File: src/hw/rtl/fva_pkg.sv
package fva_pkg;

   localparam int KEY_W    = 7;
   localparam int VEL_W    = 7;
   localparam int KEYS     = 128;
   localparam int VOICES   = 4;

   localparam logic [2:0] MODE_ROTATE   = 3'd0;
   localparam logic [2:0] MODE_REUSE    = 3'd1;
   localparam logic [2:0] MODE_RESET    = 3'd2;
   localparam logic [2:0] MODE_REASSIGN = 3'd3;
   localparam logic [2:0] MODE_UNISON   = 3'd4;

   localparam logic [2:0] NO_VOICE      = 3'd7;

   localparam logic [3:0] OP_NOTE_OFF   = 4'h8;
   localparam logic [3:0] OP_NOTE_ON    = 4'h9;
   localparam logic [3:0] OP_CTRL       = 4'hb;
   localparam logic [6:0] CC_SUSTAIN    = 7'h40;
   localparam logic [6:0] PEDAL_ON_MIN  = 7'd64;
   localparam logic [6:0] RESET_NOTE    = 7'd60;

   localparam logic [1:0] CSR_POLY_MODE      = 2'd0;
   localparam logic [1:0] CSR_CHANNEL_FILTER = 2'd1;

   typedef struct packed {
      logic       cmd;
      logic [7:0] status_byte;
      logic [6:0] first_data;
      logic [6:0] second_data;
   } req_type;

   typedef struct packed {
      logic [6:0] note_zero;
      logic [6:0] note_one;
      logic [6:0] note_two;
      logic [6:0] note_three;
      logic       gate_zero;
      logic       gate_one;
      logic       gate_two;
      logic       gate_three;
      logic [6:0] velocity_zero;
      logic [6:0] velocity_one;
      logic [6:0] velocity_two;
      logic [6:0] velocity_three;
   } rsp_type;

   typedef enum logic [3:0] {
      ST_IDLE,
      ST_DECODE,
      ST_PRESS,
      ST_SEARCH,
      ST_SHIFT,
      ST_VISSUE,
      ST_VAPPLY,
      ST_VEL,
      ST_DONE
   } state_type;

   // what the per-voice pass does after a release or pedal release
   typedef enum logic [2:0] {
      VK_REL_POP,
      VK_PED_POP,
      VK_REAS_REL,
      VK_REAS_PED,
      VK_UNISON
   } vkind_type;

endpackage

File: src/hw/rtl/four_voice_note_allocator_core.sv
// Four-voice MIDI note allocator. One request (a channel message or a voice
// reset) goes in at a time and yields one response with each voice's note,
// gate and stored key velocity. Held and stolen notes live in a CACHE_DEPTH x 7
// stack RAM, per-key velocities in a 128 x 7 RAM with flip-flop valid bits, so
// no clearing pass is needed after reset. Steps per request: a decode step,
// then a note-on takes a press step; a release scans the stack at one entry a
// cycle and, on a hit, shifts the tail down one entry a cycle; the voice
// update pass does at most one RAM read per voice; then the velocity readout
// runs, and a last step loads the response register. The worst case from
// accept to a valid response is set by the stack scan and shift.
// The next request is taken as soon as the response is loaded, even while it
// waits on rsp_ready.
module four_voice_note_allocator_core #(
   parameter int CACHE_DEPTH = 128
) (
   input  logic             clock,
   input  logic             reset,
   input  logic             req_valid,
   output logic             req_ready,
   input  fva_pkg::req_type req_data,
   output logic             rsp_valid,
   input  logic             rsp_ready,
   output fva_pkg::rsp_type rsp_data,
   input  logic             csr_valid,
   output logic             csr_ready,
   input  logic [1:0]       csr_index,
   input  logic [4:0]       csr_data
);

   localparam int AW = $clog2(CACHE_DEPTH);
   localparam int CW = $clog2(CACHE_DEPTH + 1);
   localparam int KAW = $clog2(fva_pkg::KEYS);

   // config registers
   logic [2:0] mode_ff, mode_in;
   logic [4:0] filter_ff, filter_in;

   // control
   fva_pkg::state_type state_ff, state_in;
   fva_pkg::vkind_type kind_ff, kind_in;
   fva_pkg::req_type   item_ff, item_in;
   logic [CW-1:0] count_ff, count_in;   // held_count
   logic [CW-1:0] scan_ff, scan_in;     // search / shift source pointer
   logic [AW-1:0] dst_ff, dst_in;       // shift destination
   logic          pend_ff, pend_in;     // stack read data valid
   logic [1:0]    vi_ff, vi_in;         // voice pass index
   logic [2:0]    vc_ff, vc_in;         // velocity readout counter

   // voices
   logic [6:0] note_ff [4];
   logic [6:0] note_in [4];
   logic       gate_ff [4];
   logic       gate_in [4];
   logic       pg_ff   [4];
   logic       pg_in   [4];
   logic       pedal_ff, pedal_in;
   logic [2:0] last_ff, last_in;
   logic [1:0] sp_ff, sp_in;

   // velocity readout
   logic [6:0] vout_ff [4];
   logic [6:0] vout_in [4];
   logic [fva_pkg::KEYS-1:0] vvalid_ff, vvalid_in;
   logic       vvld_rd_ff;

   // response register
   logic             rsp_valid_ff, rsp_valid_in;
   fva_pkg::rsp_type rsp_ff, rsp_in;

   // memories
   logic          st_we;
   logic [AW-1:0] st_waddr, st_raddr;
   logic [6:0]    st_wdata, st_rdata;
   logic          vm_we;
   logic [KAW-1:0] vm_waddr, vm_raddr;
   logic [6:0]    vm_wdata, vm_rdata;

   fva_ram #(.WIDTH(fva_pkg::KEY_W), .DEPTH(CACHE_DEPTH)) u_stack (
      .clock   (clock),
      .wr_en   (st_we),
      .wr_addr (st_waddr),
      .wr_data (st_wdata),
      .rd_addr (st_raddr),
      .rd_data (st_rdata)
   );

   fva_ram #(.WIDTH(fva_pkg::VEL_W), .DEPTH(fva_pkg::KEYS)) u_velocity (
      .clock   (clock),
      .wr_en   (vm_we),
      .wr_addr (vm_waddr),
      .wr_data (vm_wdata),
      .rd_addr (vm_raddr),
      .rd_data (vm_rdata)
   );

   // ------------------------------------------------------------------
   // request decode
   // ------------------------------------------------------------------
   logic [2:0] eff_mode;
   logic       chan_ok, is_on, is_off, is_ped;
   logic [3:0] opcode;

   assign eff_mode = (mode_ff > fva_pkg::MODE_UNISON) ? fva_pkg::MODE_RESET : mode_ff;
   assign opcode   = item_ff.status_byte[7:4];
   assign chan_ok  = (filter_ff == 5'd0) ||
                     ((filter_ff - 5'd1) == {1'b0, item_ff.status_byte[3:0]});
   assign is_on    = chan_ok && (opcode == fva_pkg::OP_NOTE_ON) && (item_ff.second_data != 7'd0);
   assign is_off   = chan_ok && ((opcode == fva_pkg::OP_NOTE_OFF) ||
                     ((opcode == fva_pkg::OP_NOTE_ON) && (item_ff.second_data == 7'd0)));
   assign is_ped   = chan_ok && (opcode == fva_pkg::OP_CTRL) &&
                     (item_ff.first_data == fva_pkg::CC_SUSTAIN);

   // ------------------------------------------------------------------
   // voice pick: first free voice after the start point, else steal
   // ------------------------------------------------------------------
   logic [1:0] pick_free, pick_steal, reuse_v;
   logic       pick_found, reuse_hit;

   always_comb begin : pick_logic
      logic [1:0] start;
      logic [1:0] cand;
      start = 2'd3;
      if ((eff_mode == fva_pkg::MODE_ROTATE) || (eff_mode == fva_pkg::MODE_REUSE)) begin
         start = (last_ff > 3'd3) ? 2'd3 : last_ff[1:0];
      end
      pick_found = 1'b0;
      pick_free  = 2'd0;
      for (int k = 1; k <= 4; k++) begin
         cand = start + 2'(k);
         if (!pick_found && !(gate_ff[cand] || pg_ff[cand])) begin
            pick_found = 1'b1;
            pick_free  = cand;
         end
      end
      pick_steal = sp_ff + 2'd1;
      reuse_hit  = 1'b0;
      reuse_v    = 2'd0;
      for (int i = 3; i >= 0; i--) begin
         if (note_ff[i] == item_ff.first_data) begin
            reuse_hit = 1'b1;
            reuse_v   = 2'(i);
         end
      end
   end

   // ------------------------------------------------------------------
   // shared sequencing flags
   // ------------------------------------------------------------------
   logic srch_match, srch_more, shift_more, vi_need_rd;

   assign srch_match = pend_ff && (st_rdata == item_ff.first_data);
   assign srch_more  = scan_ff < count_ff;
   assign shift_more = scan_ff < count_ff;

   always_comb begin
      vi_need_rd = 1'b0;
      unique case (kind_ff)
         fva_pkg::VK_REL_POP:  vi_need_rd = (note_ff[vi_ff] == item_ff.first_data) &&
                                            !pg_ff[vi_ff] && (count_ff != '0);
         fva_pkg::VK_PED_POP:  vi_need_rd = (count_ff != '0);
         fva_pkg::VK_REAS_REL,
         fva_pkg::VK_REAS_PED: vi_need_rd = CW'(vi_ff) < count_ff;
         fva_pkg::VK_UNISON:   vi_need_rd = (count_ff != '0);
         default:              vi_need_rd = 1'b0;
      endcase
   end

   // ------------------------------------------------------------------
   // next state
   // ------------------------------------------------------------------
   always_comb begin
      state_in = state_ff;
      unique case (state_ff)
         fva_pkg::ST_IDLE: begin
            if (req_valid) state_in = fva_pkg::ST_DECODE;
         end
         fva_pkg::ST_DECODE: begin
            priority if (item_ff.cmd) state_in = fva_pkg::ST_VEL;
            else if (is_on)           state_in = fva_pkg::ST_PRESS;
            else if (is_off)          state_in = fva_pkg::ST_SEARCH;
            else if (is_ped && (item_ff.second_data < fva_pkg::PEDAL_ON_MIN) &&
                     (eff_mode <= fva_pkg::MODE_REASSIGN))
                                      state_in = fva_pkg::ST_VISSUE;
            else                      state_in = fva_pkg::ST_VEL;
         end
         fva_pkg::ST_PRESS:  state_in = fva_pkg::ST_VEL;
         fva_pkg::ST_SEARCH: begin
            priority if (srch_match) state_in = fva_pkg::ST_SHIFT;
            else if (!srch_more)     state_in = fva_pkg::ST_VISSUE;
         end
         fva_pkg::ST_SHIFT: begin
            if (!pend_ff && !shift_more) state_in = fva_pkg::ST_VISSUE;
         end
         fva_pkg::ST_VISSUE: begin
            priority if (vi_need_rd)                  state_in = fva_pkg::ST_VAPPLY;
            else if (kind_ff == fva_pkg::VK_UNISON)   state_in = fva_pkg::ST_VEL;
            else if (vi_ff == 2'd3)                   state_in = fva_pkg::ST_VEL;
         end
         fva_pkg::ST_VAPPLY: begin
            if ((kind_ff == fva_pkg::VK_UNISON) || (vi_ff == 2'd3))
               state_in = fva_pkg::ST_VEL;
            else
               state_in = fva_pkg::ST_VISSUE;
         end
         fva_pkg::ST_VEL: begin
            if (vc_ff == 3'd4) state_in = fva_pkg::ST_DONE;
         end
         fva_pkg::ST_DONE: begin
            if (!rsp_valid_ff || rsp_ready) state_in = fva_pkg::ST_IDLE;
         end
         default: state_in = fva_pkg::ST_IDLE;
      endcase
   end

   // ------------------------------------------------------------------
   // datapath and memory controls
   // ------------------------------------------------------------------
   always_comb begin : datapath
      logic [1:0] v;
      logic       push;
      logic [6:0] push_key;
      v        = 2'd0;
      push     = 1'b0;
      push_key = item_ff.first_data;

      mode_in   = mode_ff;
      filter_in = filter_ff;
      kind_in   = kind_ff;
      item_in   = item_ff;
      count_in  = count_ff;
      scan_in   = scan_ff;
      dst_in    = dst_ff;
      pend_in   = 1'b0;
      vi_in     = vi_ff;
      vc_in     = vc_ff;
      pedal_in  = pedal_ff;
      last_in   = last_ff;
      sp_in     = sp_ff;
      vvalid_in = vvalid_ff;
      rsp_valid_in = rsp_valid_ff && !rsp_ready;
      rsp_in    = rsp_ff;
      for (int i = 0; i < 4; i++) begin
         note_in[i] = note_ff[i];
         gate_in[i] = gate_ff[i];
         pg_in[i]   = pg_ff[i];
         vout_in[i] = vout_ff[i];
      end

      st_we    = 1'b0;
      st_waddr = count_ff[AW-1:0];
      st_wdata = push_key;
      st_raddr = scan_ff[AW-1:0];
      vm_we    = 1'b0;
      vm_waddr = item_ff.first_data;
      vm_wdata = item_ff.second_data;
      vm_raddr = note_ff[vc_ff[1:0]];

      if (csr_valid) begin
         unique case (csr_index)
            fva_pkg::CSR_POLY_MODE:      mode_in   = csr_data[2:0];
            fva_pkg::CSR_CHANNEL_FILTER: filter_in = csr_data;
            default: ;
         endcase
      end

      unique case (state_ff)
         fva_pkg::ST_IDLE: begin
            if (req_valid) item_in = req_data;
         end

         fva_pkg::ST_DECODE: begin
            vi_in   = 2'd0;
            vc_in   = 3'd0;
            scan_in = '0;
            priority if (eff_mode == fva_pkg::MODE_REASSIGN) kind_in = fva_pkg::VK_REAS_REL;
            else if (eff_mode == fva_pkg::MODE_UNISON)       kind_in = fva_pkg::VK_UNISON;
            else                                             kind_in = fva_pkg::VK_REL_POP;
            priority if (item_ff.cmd) begin
               for (int i = 0; i < 4; i++) begin
                  note_in[i] = fva_pkg::RESET_NOTE;
                  gate_in[i] = 1'b0;
                  pg_in[i]   = 1'b0;
               end
               pedal_in = 1'b0;
               last_in  = fva_pkg::NO_VOICE;
               sp_in    = 2'd0;
               count_in = '0;
            end else if (is_on) begin
               vm_we = 1'b1;
               vvalid_in[item_ff.first_data] = 1'b1;
            end else if (is_off) begin
               // kind already chosen above
            end else if (is_ped) begin
               if (item_ff.second_data >= fva_pkg::PEDAL_ON_MIN) begin
                  pedal_in = 1'b1;
                  for (int i = 0; i < 4; i++) pg_in[i] = gate_ff[i];
               end else begin
                  pedal_in = 1'b0;
                  for (int i = 0; i < 4; i++) pg_in[i] = 1'b0;
                  kind_in = (eff_mode == fva_pkg::MODE_REASSIGN) ?
                            fva_pkg::VK_REAS_PED : fva_pkg::VK_PED_POP;
               end
            end
         end

         fva_pkg::ST_PRESS: begin
            if (eff_mode == fva_pkg::MODE_UNISON) begin
               push = 1'b1;
               for (int i = 0; i < 4; i++) begin
                  note_in[i] = item_ff.first_data;
                  gate_in[i] = 1'b1;
                  pg_in[i]   = pedal_ff;
               end
            end else begin
               priority if ((eff_mode == fva_pkg::MODE_REUSE) && reuse_hit) begin
                  v = reuse_v;
               end else if (pick_found) begin
                  v     = pick_free;
                  sp_in = pick_free;
               end else begin
                  v     = pick_steal;
                  sp_in = pick_steal;
                  // stolen note goes onto the stack in the stealing modes
                  if ((eff_mode < fva_pkg::MODE_REASSIGN) && gate_ff[pick_steal]) begin
                     push     = 1'b1;
                     push_key = note_ff[pick_steal];
                  end
               end
               if (eff_mode == fva_pkg::MODE_REASSIGN) push = 1'b1;
               last_in    = {1'b0, v};
               note_in[v] = item_ff.first_data;
               gate_in[v] = 1'b1;
               pg_in[v]   = pedal_ff;
            end
            if (push && (count_ff < CW'(CACHE_DEPTH))) begin
               st_we    = 1'b1;
               st_wdata = push_key;
               count_in = count_ff + CW'(1);
            end
         end

         fva_pkg::ST_SEARCH: begin
            priority if (srch_match) begin
               dst_in = AW'(scan_ff - CW'(1));
            end else if (srch_more) begin
               scan_in = scan_ff + CW'(1);
               pend_in = 1'b1;
            end
         end

         fva_pkg::ST_SHIFT: begin
            if (pend_ff) begin
               st_we    = 1'b1;
               st_waddr = dst_ff;
               st_wdata = st_rdata;
               dst_in   = dst_ff + AW'(1);
            end
            if (shift_more) begin
               scan_in = scan_ff + CW'(1);
               pend_in = 1'b1;
            end else if (!pend_ff) begin
               count_in = count_ff - CW'(1);
            end
         end

         fva_pkg::ST_VISSUE: begin
            st_raddr = (kind_ff == fva_pkg::VK_REAS_REL || kind_ff == fva_pkg::VK_REAS_PED) ?
                       AW'(vi_ff) : AW'(count_ff - CW'(1));
            if (!vi_need_rd) begin
               unique case (kind_ff)
                  fva_pkg::VK_REL_POP: begin
                     if (note_ff[vi_ff] == item_ff.first_data) gate_in[vi_ff] = 1'b0;
                  end
                  fva_pkg::VK_REAS_REL,
                  fva_pkg::VK_REAS_PED: gate_in[vi_ff] = 1'b0;
                  fva_pkg::VK_UNISON: begin
                     for (int i = 0; i < 4; i++) gate_in[i] = 1'b0;
                  end
                  default: ;
               endcase
               vi_in = vi_ff + 2'd1;
            end
         end

         fva_pkg::ST_VAPPLY: begin
            unique case (kind_ff)
               fva_pkg::VK_REL_POP: begin
                  note_in[vi_ff] = st_rdata;
                  count_in       = count_ff - CW'(1);
               end
               fva_pkg::VK_PED_POP: begin
                  note_in[vi_ff] = st_rdata;
                  gate_in[vi_ff] = 1'b1;
                  count_in       = count_ff - CW'(1);
               end
               fva_pkg::VK_REAS_REL: begin
                  if (!pg_ff[vi_ff]) note_in[vi_ff] = st_rdata;
                  pg_in[vi_ff] = pedal_ff;
               end
               fva_pkg::VK_REAS_PED: begin
                  note_in[vi_ff] = st_rdata;
                  gate_in[vi_ff] = 1'b1;
               end
               fva_pkg::VK_UNISON: begin
                  for (int i = 0; i < 4; i++) begin
                     note_in[i] = st_rdata;
                     gate_in[i] = 1'b1;
                  end
               end
               default: ;
            endcase
            vi_in = vi_ff + 2'd1;
         end

         fva_pkg::ST_VEL: begin
            if (vc_ff != 3'd0) begin
               vout_in[2'(vc_ff - 3'd1)] = vvld_rd_ff ? vm_rdata : 7'd0;
            end
            vc_in = vc_ff + 3'd1;
         end

         fva_pkg::ST_DONE: begin
            if (!rsp_valid_ff || rsp_ready) begin
               rsp_valid_in          = 1'b1;
               rsp_in.note_zero      = note_ff[0];
               rsp_in.note_one       = note_ff[1];
               rsp_in.note_two       = note_ff[2];
               rsp_in.note_three     = note_ff[3];
               rsp_in.gate_zero      = gate_ff[0] || pg_ff[0];
               rsp_in.gate_one       = gate_ff[1] || pg_ff[1];
               rsp_in.gate_two       = gate_ff[2] || pg_ff[2];
               rsp_in.gate_three     = gate_ff[3] || pg_ff[3];
               rsp_in.velocity_zero  = vout_ff[0];
               rsp_in.velocity_one   = vout_ff[1];
               rsp_in.velocity_two   = vout_ff[2];
               rsp_in.velocity_three = vout_ff[3];
            end
         end

         default: ;
      endcase
   end

   // ------------------------------------------------------------------
   // registers
   // ------------------------------------------------------------------
   always_ff @(posedge clock) begin
      if (reset) begin
         state_ff     <= fva_pkg::ST_IDLE;
         mode_ff      <= fva_pkg::MODE_RESET;
         filter_ff    <= 5'd0;
         count_ff     <= '0;
         pend_ff      <= 1'b0;
         pedal_ff     <= 1'b0;
         last_ff      <= fva_pkg::NO_VOICE;
         sp_ff        <= 2'd0;
         vvalid_ff    <= '0;
         rsp_valid_ff <= 1'b0;
         for (int i = 0; i < 4; i++) begin
            note_ff[i] <= fva_pkg::RESET_NOTE;
            gate_ff[i] <= 1'b0;
            pg_ff[i]   <= 1'b0;
         end
      end else begin
         state_ff     <= state_in;
         mode_ff      <= mode_in;
         filter_ff    <= filter_in;
         count_ff     <= count_in;
         pend_ff      <= pend_in;
         pedal_ff     <= pedal_in;
         last_ff      <= last_in;
         sp_ff        <= sp_in;
         vvalid_ff    <= vvalid_in;
         rsp_valid_ff <= rsp_valid_in;
         for (int i = 0; i < 4; i++) begin
            note_ff[i] <= note_in[i];
            gate_ff[i] <= gate_in[i];
            pg_ff[i]   <= pg_in[i];
         end
      end
   end

   always_ff @(posedge clock) begin
      kind_ff    <= kind_in;
      item_ff    <= item_in;
      scan_ff    <= scan_in;
      dst_ff     <= dst_in;
      vi_ff      <= vi_in;
      vc_ff      <= vc_in;
      rsp_ff     <= rsp_in;
      vvld_rd_ff <= vvalid_ff[vm_raddr];
      for (int i = 0; i < 4; i++) vout_ff[i] <= vout_in[i];
   end

   assign req_ready = (state_ff == fva_pkg::ST_IDLE);
   assign csr_ready = 1'b1;
   assign rsp_valid = rsp_valid_ff;
   assign rsp_data  = rsp_ff;

`ifndef NO_ASSERTIONS
   a_count_bound: assert property (@(posedge clock) disable iff (reset)
      count_ff <= CW'(CACHE_DEPTH))
      else $error("held count above cache depth");

   a_shift_dst: assert property (@(posedge clock) disable iff (reset)
      (state_ff == fva_pkg::ST_SHIFT && st_we) |-> (CW'(dst_ff) < count_ff))
      else $error("shift writes past the held notes");

   a_rsp_load: assert property (@(posedge clock) disable iff (reset)
      (state_ff == fva_pkg::ST_DONE && (!rsp_valid_ff || rsp_ready)) |=>
      (rsp_valid_ff && state_ff == fva_pkg::ST_IDLE))
      else $error("response not loaded on finish");
`endif

endmodule

File: src/hw/rtl/fva_ram.sv
module fva_ram #(
   parameter int WIDTH = 8,
   parameter int DEPTH = 16
) (
   input  logic                     clock,
   input  logic                     wr_en,
   input  logic [$clog2(DEPTH)-1:0] wr_addr,
   input  logic [WIDTH-1:0]         wr_data,
   input  logic [$clog2(DEPTH)-1:0] rd_addr,
   output logic [WIDTH-1:0]         rd_data
);

   logic [WIDTH-1:0] mem [DEPTH];

   always_ff @(posedge clock) begin
      if (wr_en) begin
         mem[wr_addr] <= wr_data;
      end
      rd_data <= mem[rd_addr];
   end

endmodule
File: config.mk
export PLATFORM = sky130hd
export DESIGN_NAME = four_voice_note_allocator_core
export DESIGN_NICKNAME = d
export VERILOG_FILES = /design/src/hw/rtl/fva_pkg.sv /design/src/hw/rtl/four_voice_note_allocator_core.sv /design/src/hw/rtl/fva_ram.sv
export SDC_FILE = /design/constraint.sdc
export NUM_CORES = 2
export LEC_CHECK = 0
export ABC_CLOCK_PERIOD_IN_PS = 12520
export BUFFER_PORTS_ARGS = -buffer_cell sky130_fd_sc_hd__buf_2
export CAP_MARGIN = 30
export CORE_ASPECT_RATIO = 1.2
export CORE_MARGIN = 10
export CORE_UTILIZATION = 45
export DETAILED_ROUTE_END_ITERATION = 7
export GPL_ROUTABILITY_DRIVEN = 0
export GPL_TIMING_DRIVEN = 1
export SETUP_SLACK_MARGIN = 0.2
export SLEW_MARGIN = 0
export SYNTH_ARGS = -nofsm -noshare
export SYNTH_HDL_FRONTEND = slang
export SYNTH_SLANG_ARGS = --single-unit
File: constraint.sdc
create_clock -name clock -period 12.52 [get_ports clock]
set_input_delay 0.626 -clock clock [delete_from_list [all_inputs] [get_ports clock]]
set_output_delay 0.626 -clock clock [all_outputs]
set_load 0.01 [all_outputs]
# Word-level counts from Yosys, hierarchy flattened
# Memory sizes are Yosys's and may differ from the RTL's. A register that Yosys moved wholly into a read port is not among the register bits.
# Cells that the tools add are included.
# totals
ram_bits	1856
memories	6
reg_bits	263
# op_classes
eq_ne	48
bitwise	21
add_sub_neg	13
magnitude_cmp	18
mux	166
n_reduce_logical	81
# memory_table
memory	words	word_bits	rd	rd_ports_with_merged_regs	write_ports	line_no	text
u_stack.mem	128	7	1	1	1	fva_ram.sv:13	logic [WIDTH-1:0] mem [DEPTH];
u_velocity.mem	128	7	1	1	1	fva_ram.sv:13	
note_ff	4	7	7	2	4	four_voice_note_allocator_core.sv:50	logic [6:0] note_ff [4];
vout_ff	4	7	4	0	4	four_voice_note_allocator_core.sv:61	logic [6:0] vout_ff [4];
gate_ff	4	1	9	0	4	four_voice_note_allocator_core.sv:52	logic gate_ff [4];
pg_ff	4	1	9	1	4	four_voice_note_allocator_core.sv:54	logic pg_ff [4];
# op_table
op	count
$pmux 28 s3	2
$mux 28	5
$mux 7	20
$or 128x128->128	1
$bwmux 28	3
$mux 4	20
$mux 8	7
$mux 2	24
$mux 1	47
$demux 7 s2	3
$eq 7x7->1	6
$mux 3	13
$pmux 4 s9	1
$ne 2x2->1 const B	17
$pmux 8 s4	1
$pmux 7 s2	2
$pmux 4 s3	2
$pmux 8 s3	1
$logic_and 1x1->1	23
$add 8x1->8 const B	2
$eq 4x3->1 const B	4
$eq 4x4->1 const B	4
$lt 7x8->1 const B	2
$pmux 4 s4	1
other kinds (65)	136

# Depth between registers and ports, before layout
# An unclocked memory read counts as a cell.
# depth
ltp_word	30
ltp_mapped	15
ltp_nobuf	11

# Hierarchy
# From an unflattened synthesis, not the netlist that was laid out.
# unflattened
cells_unflattened	4443
hier_area_um2	85901.1
# modules_own_cells
module	seq_area_each_um2	area_each_um2	instances	cells_each
fva_ram (u_stack)	27045.9	34809.6	1	1453
fva_ram (u_velocity)	27045.9	34807.1	1	1453
four_voice_note_allocator_core	7967.6	16284.4	1	1537

# Worst setup path before layout
# OpenSTA, ideal clock, no wires.
# synth_timing
kind	reg2reg
start	reg mode_ff[2]
end	mem u_stack.mem[0][3] (netlist name), data pin
stages_incl_launch_ff	9
setup_time_ns	0.532
path_slack_ns	8.361
synth_period_minus_slack_ns	4.159
arrival_ns	3.627
n_path_buf	1
cell_sequence	dfxtp_1 buf_6 nor4_2 nand2_1 mux2_2 nand2_1 nor4b_4 a21oi_1 a221o_1
# synth_between
elab_chain_cells	25
word_cells_on_any_way	45
cone_classes	add/sub: 3; order compare: 2; eq/ne: 3; mux: 18; reduce/logical: 17; memory: 2
# synth_lines
item	line_no	text
from (decl)	four_voice_note_allocator_core.sv:35	logic [2:0] mode_ff, mode_in;
from (signal assigned)	four_voice_note_allocator_core.sv:450	mode_ff <= fva_pkg::MODE_RESET;
from (signal assigned)	four_voice_note_allocator_core.sv:466	mode_ff <= mode_in;
$gt 3x3->1	four_voice_note_allocator_core.sv:103	assign eff_mode = (mode_ff > fva_pkg::MODE_UNISON) ? fva_pkg::MODE_RESET : mode_ff;
$mux 3 *	four_voice_note_allocator_core.sv:103	
$eq 3x1->1 / $logic_not 3->1 (equally long branches)	four_voice_note_allocator_core.sv:123, four_voice_note_allocator_core.sv:315	
$logic_or 1x1->1	four_voice_note_allocator_core.sv:123	if ((eff_mode == fva_pkg::MODE_ROTATE) || (eff_mode == fva_pkg::MODE_REUSE)) begin
$mux 2	four_voice_note_allocator_core.sv:123	
$add 2x2->2	four_voice_note_allocator_core.sv:129	cand = start + 2'(k);
$mem_v2 4x1, on equally long branches	--	
$logic_or 1x1->1	four_voice_note_allocator_core.sv:130	if (!pick_found && !(gate_ff[cand] || pg_ff[cand])) begin
[... 10 more ...]	--	
$mux 1	four_voice_note_allocator_core.sv:315	priority if ((eff_mode == fva_pkg::MODE_REUSE) && reuse_hit) begin
$mux 1	four_voice_note_allocator_core.sv:329	if (eff_mode == fva_pkg::MODE_REASSIGN) push = 1'b1;
$mux 1	four_voice_note_allocator_core.sv:307	if (eff_mode == fva_pkg::MODE_UNISON) begin
$mux 1	four_voice_note_allocator_core.sv:266	unique case (state_ff)
$logic_and 1x1->1	four_voice_note_allocator_core.sv:335	if (push && (count_ff < CW'(CACHE_DEPTH))) begin
$mux 7 *	four_voice_note_allocator_core.sv:335	
$pmux 7 s2 *	four_voice_note_allocator_core.sv:266	
via st_wdata[3]	four_voice_note_allocator_core.sv:73	logic [6:0] st_wdata, st_rdata;
to (decl)	fva_ram.sv:13	
# Mark *: on every way through the listed nets, which the timed path passes. The rest lies on a longest branch. The select of a mux whose other input is x is not followed.

# Worst setup path in the final report
# layout_timing
start	reg state_ff[1]
end	reg u_stack.rd_data[6] (read register of u_stack.mem)
# layout_between
elab_chain_cells	2
# layout_lines
item	line_no	text
from (decl)	four_voice_note_allocator_core.sv:39	fva_pkg::state_type state_ff, state_in;
from (signal assigned)	four_voice_note_allocator_core.sv:449	state_ff <= fva_pkg::ST_IDLE;
from (signal assigned)	four_voice_note_allocator_core.sv:465	state_ff <= state_in;
$eq 4x3->1	four_voice_note_allocator_core.sv:266	
$mux 7	four_voice_note_allocator_core.sv:266	
to (decl)	fva_ram.sv:10	output logic [WIDTH-1:0] rd_data
# Every way passes these cells.
# A chain may end at the register's enable or synchronous reset.

==> summary.md <==
| Metric | Value |
|---|---|
| Vias | 51000 |
| # rows | 176 |
| CP Class | reg -> reg |
| Yosys warns | 0 |
| Worst Path Required | 13.20 ns |
| Rel. slew slack | 19.7% |
| Routed WL | 233000 um |
| Die ar. | 0.210 mm2 |
| End of the critical path | u_stack.rd_data[6] |
| Crit path from | state_ff[1] |
| Worst-Margin Slew | 1.17 ns |
| Final cell count without fillers | 8525 |
| Number of synthesized register bits | 2137 |
| Leak | 0.0311 uW |
| EDFF count, synth | 1926 |
| CTS Hold Bufs | 22 |
| # Post-CTS Setup Buffers | 0 |
| Die Span X | 420 um |
| Clock Tree Buf Depth | 3 |
| Fmax | 0.173 GHz |
| Residual DRC | 0 |
| Final worst path period share | 46.3% |
| Sequential share of power | 41.2% |
| Met1 usage | 28.6% |
| Critical R2R Capture | u_stack.rd_data[6] |
| Final-stage net count | 5911 |
| Number of global-route vias before repair | 50500 |
| Routed Antenna Nets | 0 |
| Async SR Flop Fraction | 0% |
| Detailed placement HPWL | 145000 um |
| Wire per inst | 27.3 um |
| Status | finished, final reports clean |
| Layout area overhead | 12.1% |
| Pwr/cell area | 213 mW/mm2 |
| Max Slew Vio Count | 0 |
| Busiest grt layer | met2 |
| Starting density of the core | 45.2% |
| Minimum clock period | 5.80 ns |
| Maximum vdd drop | 0.000205 V |
| Detailed-router iteration count before antenna repair | 5 |
| Worst reg2reg setup slack | 6.72 ns |
| Clock Power Share | 30.6% |
| Met3 GRT Util | 3.71% |
| CP peak stage delay | 0.85 ns |
| Synthesized net count | 5820 |
| Initial antenna violation count | 8 |
| Total congestion overflow | 0 |
| Average size of a mapped cell | 15.0 um2 |
| Largest net degree at the start of global routing | 147 |
| Placed Cells incl. Taps | 8110 |
| Final Hold Fails | 0 |
| Port bufs | 96 |
| Sw Ratio | 34.5% |
| Chip height | 500 um |
| Max Clock Skew | 0.0794 ns |
| Critical Path Sink Type | register |
| Global Route Usage Sum | 21.8% |
| Worst path slowest cell | a2111oi_0 |
| Worst hold path class | in -> reg |
| Worst Reg-to-Reg Cells | 10 |
| IO Count | 98 |
| Pint | 13600 uW |
| GRT met2 Usage | 36.0% |
| Worst-path fanout max | 146 |
| Vias per inst | 5.98 |
| Cell accounting for the most synthesized area | edfxtp_1 |
| Distinct cells, synth | 84 |
| RSZ-0062 raised after global routing | no |
| Post-synth top area share | 66.8% |
| Critical path, cell by cell | nand4bb_1, nand2_1, buf_4, nand2_4, buf_12, mux4_2, a2111oi_0, a311oi_1, a21oi_1, a211oi_1 |
| CTS tree | built |
| Cells after synthesis | 5761 |
| Most numerous cell in the Yosys netlist | edfxtp_1 |
| CTS resizes | 0 |
| DR iter-0 viols | 5411 |
| Comb power frac | 28.2% |
| Core Area | 0.191 mm2 |
| CTS Root Cell | clkbuf_16 |
| Layout cells sized above 1 | 14.7% |
| R2r startpoint | state_ff[1] |
| Post-synthesis cell area | 0.0865 mm2 |
| Post-synth top flop | edfxtp_1 |
| Clock Sinks | 2137 |
| Clk_lat worst skew | 0.85 ns |
| Synth cell count leaders | edfxtp_1 (1926), nand2_1 (867), nor2_1 (482), mux4_2 (314), nand3_1 (252) |
| Final setup vio count | 0 |
| Main area contributors after synthesis | edfxtp_1 (67%), mux4_2 (8.2%), dfxtp_1 (4.9%) |
| Seq/Total Area, Yosys | 71.7% |
| Sw Pwr | 7130 uW |
| Startpoint types | register |
| Clock slew at reported path FFs | 0.06 ns |
| Critical path arrival | 6.48 ns |
| CTS H-tree depth | 4 |
| CTS buffer count | 204 |
| Max Cap Viol | 0 |
| Global-route wire length before repair | 344000 um |
| Fin Setup TNS | 0 ns |
worst min path at each step:
stage	end	slack [ns]	depth (start not counted)	start
2_1_floorplan	rsp_data[0]	0.40	0	vout_ff[3][0]
6_report	mode_ff[0]	0.07	3	csr_data[0]
5_1_grt	vm_waddr[5]	0.02	1	req_data[12]
3_3_place_gp	rsp_data[25]	0.40	0	vout_ff[0][4]
4_1_cts	vm_waddr[5]	0.003	1	req_data[12]
3_5_place_dp	rsp_data[21]	0.40	0	vout_ff[0][0]
critical path: cells and delay by family (launching register included):
kind                   cells  cell delay, ns
AOI/OAI and AO/OA          4            1.81
and+or+nand+nor            3            1.39
buffers and inverters      2            0.76
DFF                        1            0.72
muxes                      1            0.63
per-layer routing:
metal  wire length [um]  vias up
met5                 32        -
met4              10300        4
met3              15900      478
met2             115000     2065
met1              91800    26100
li1                   -    22300
metrics by stage:
step           util [%]  cell area, um2  total power [uW]  setup WS (ns)  hold slack, ns
5_1_grt            50.7           97000             21500           6.46          0.0237
4_1_cts            50.6           96900             20700           6.77         0.00324
3_5_place_dp       46.9           89800             14400           6.70           0.405
6_report           50.7           97000             20700           6.72          0.0652
3_3_place_gp       46.8           89600             14400           6.89           0.401
2_1_floorplan         -           86500             12200           8.36           0.400
flip-flops by register name (all words and copies together), names as in the netlist, 8 cells and up, named ones only:
register and cells:
u_stack.mem 896, vvalid_ff 128, count_ff 8, scan_ff 8
u_velocity.mem 896, rsp_data 60, vout_ff 28, item_ff 9
note_ff 28
cells by family (layout without fill, tap and decap cells):
kind of cell | after synthesis | after routing | synth area share [%]
other | 1 | 4 | 0.00433
flip-flops | 2137 | 2137 | 71.7
buffers and inverters | 387 | 656 | 1.88
multiplexers | 431 | 431 | 9.54
AND/OR/NAND/NOR | 1903 | 1903 | 9.53
adder cells (fa/ha/maj) | 24 | 24 | 0.347
XOR/XNOR | 68 | 68 | 0.688
AO/OA/AOI/OAI | 810 | 810 | 6.29
cell usage in the layout (no fill, tap or decap), types with 24 or more instances in the layout:
master / n
a211oi_1: 96
dfxtp_1: 211
clkinv_1: 31
nand3_1: 252
o221ai_1: 33
mux2i_1: 107
and3_1: 46
o21a_1: 73
nand4_1: 31
nor2_1: 479
o21ai_0: 98
and2_1: 55
clkbuf_16: 207
xnor2_1: 53
a21oi_1: 212
clkinv_2: 39
buf_4: 95
buf_2: 100
nor3_1: 67
ha_1: 24
o22ai_1: 29
inv_1: 38
edfxtp_1: 1926
nand2_1: 862
a31oi_1: 60
bufinv_16: 24
mux4_2: 311
clkbuf_1: 51
area by class of cell:
type	instances	area, um2
Clock inverter	114	1350
Clock buffer	270	5540
Multi-Input combinational cell	3237	23000
Timing Repair Buffer	231	1760
Fill cell	15700	94300
Inverter	41	155
Tap cell	2492	3120
Sequential cell	2137	62100
Antenna cell	3	7.51
power groups by stage:
stage	Sequential, uW	Clock (uW)	Combinational [uW]
after floorplan	8550	0	3650
after global placement	8660	0	5720
after detailed placement	8660	0	5780
final	8520	6320	5840
after CTS	8510	6400	5810
after global routing	8530	6690	6260
(Power assumes the default switching activity.)
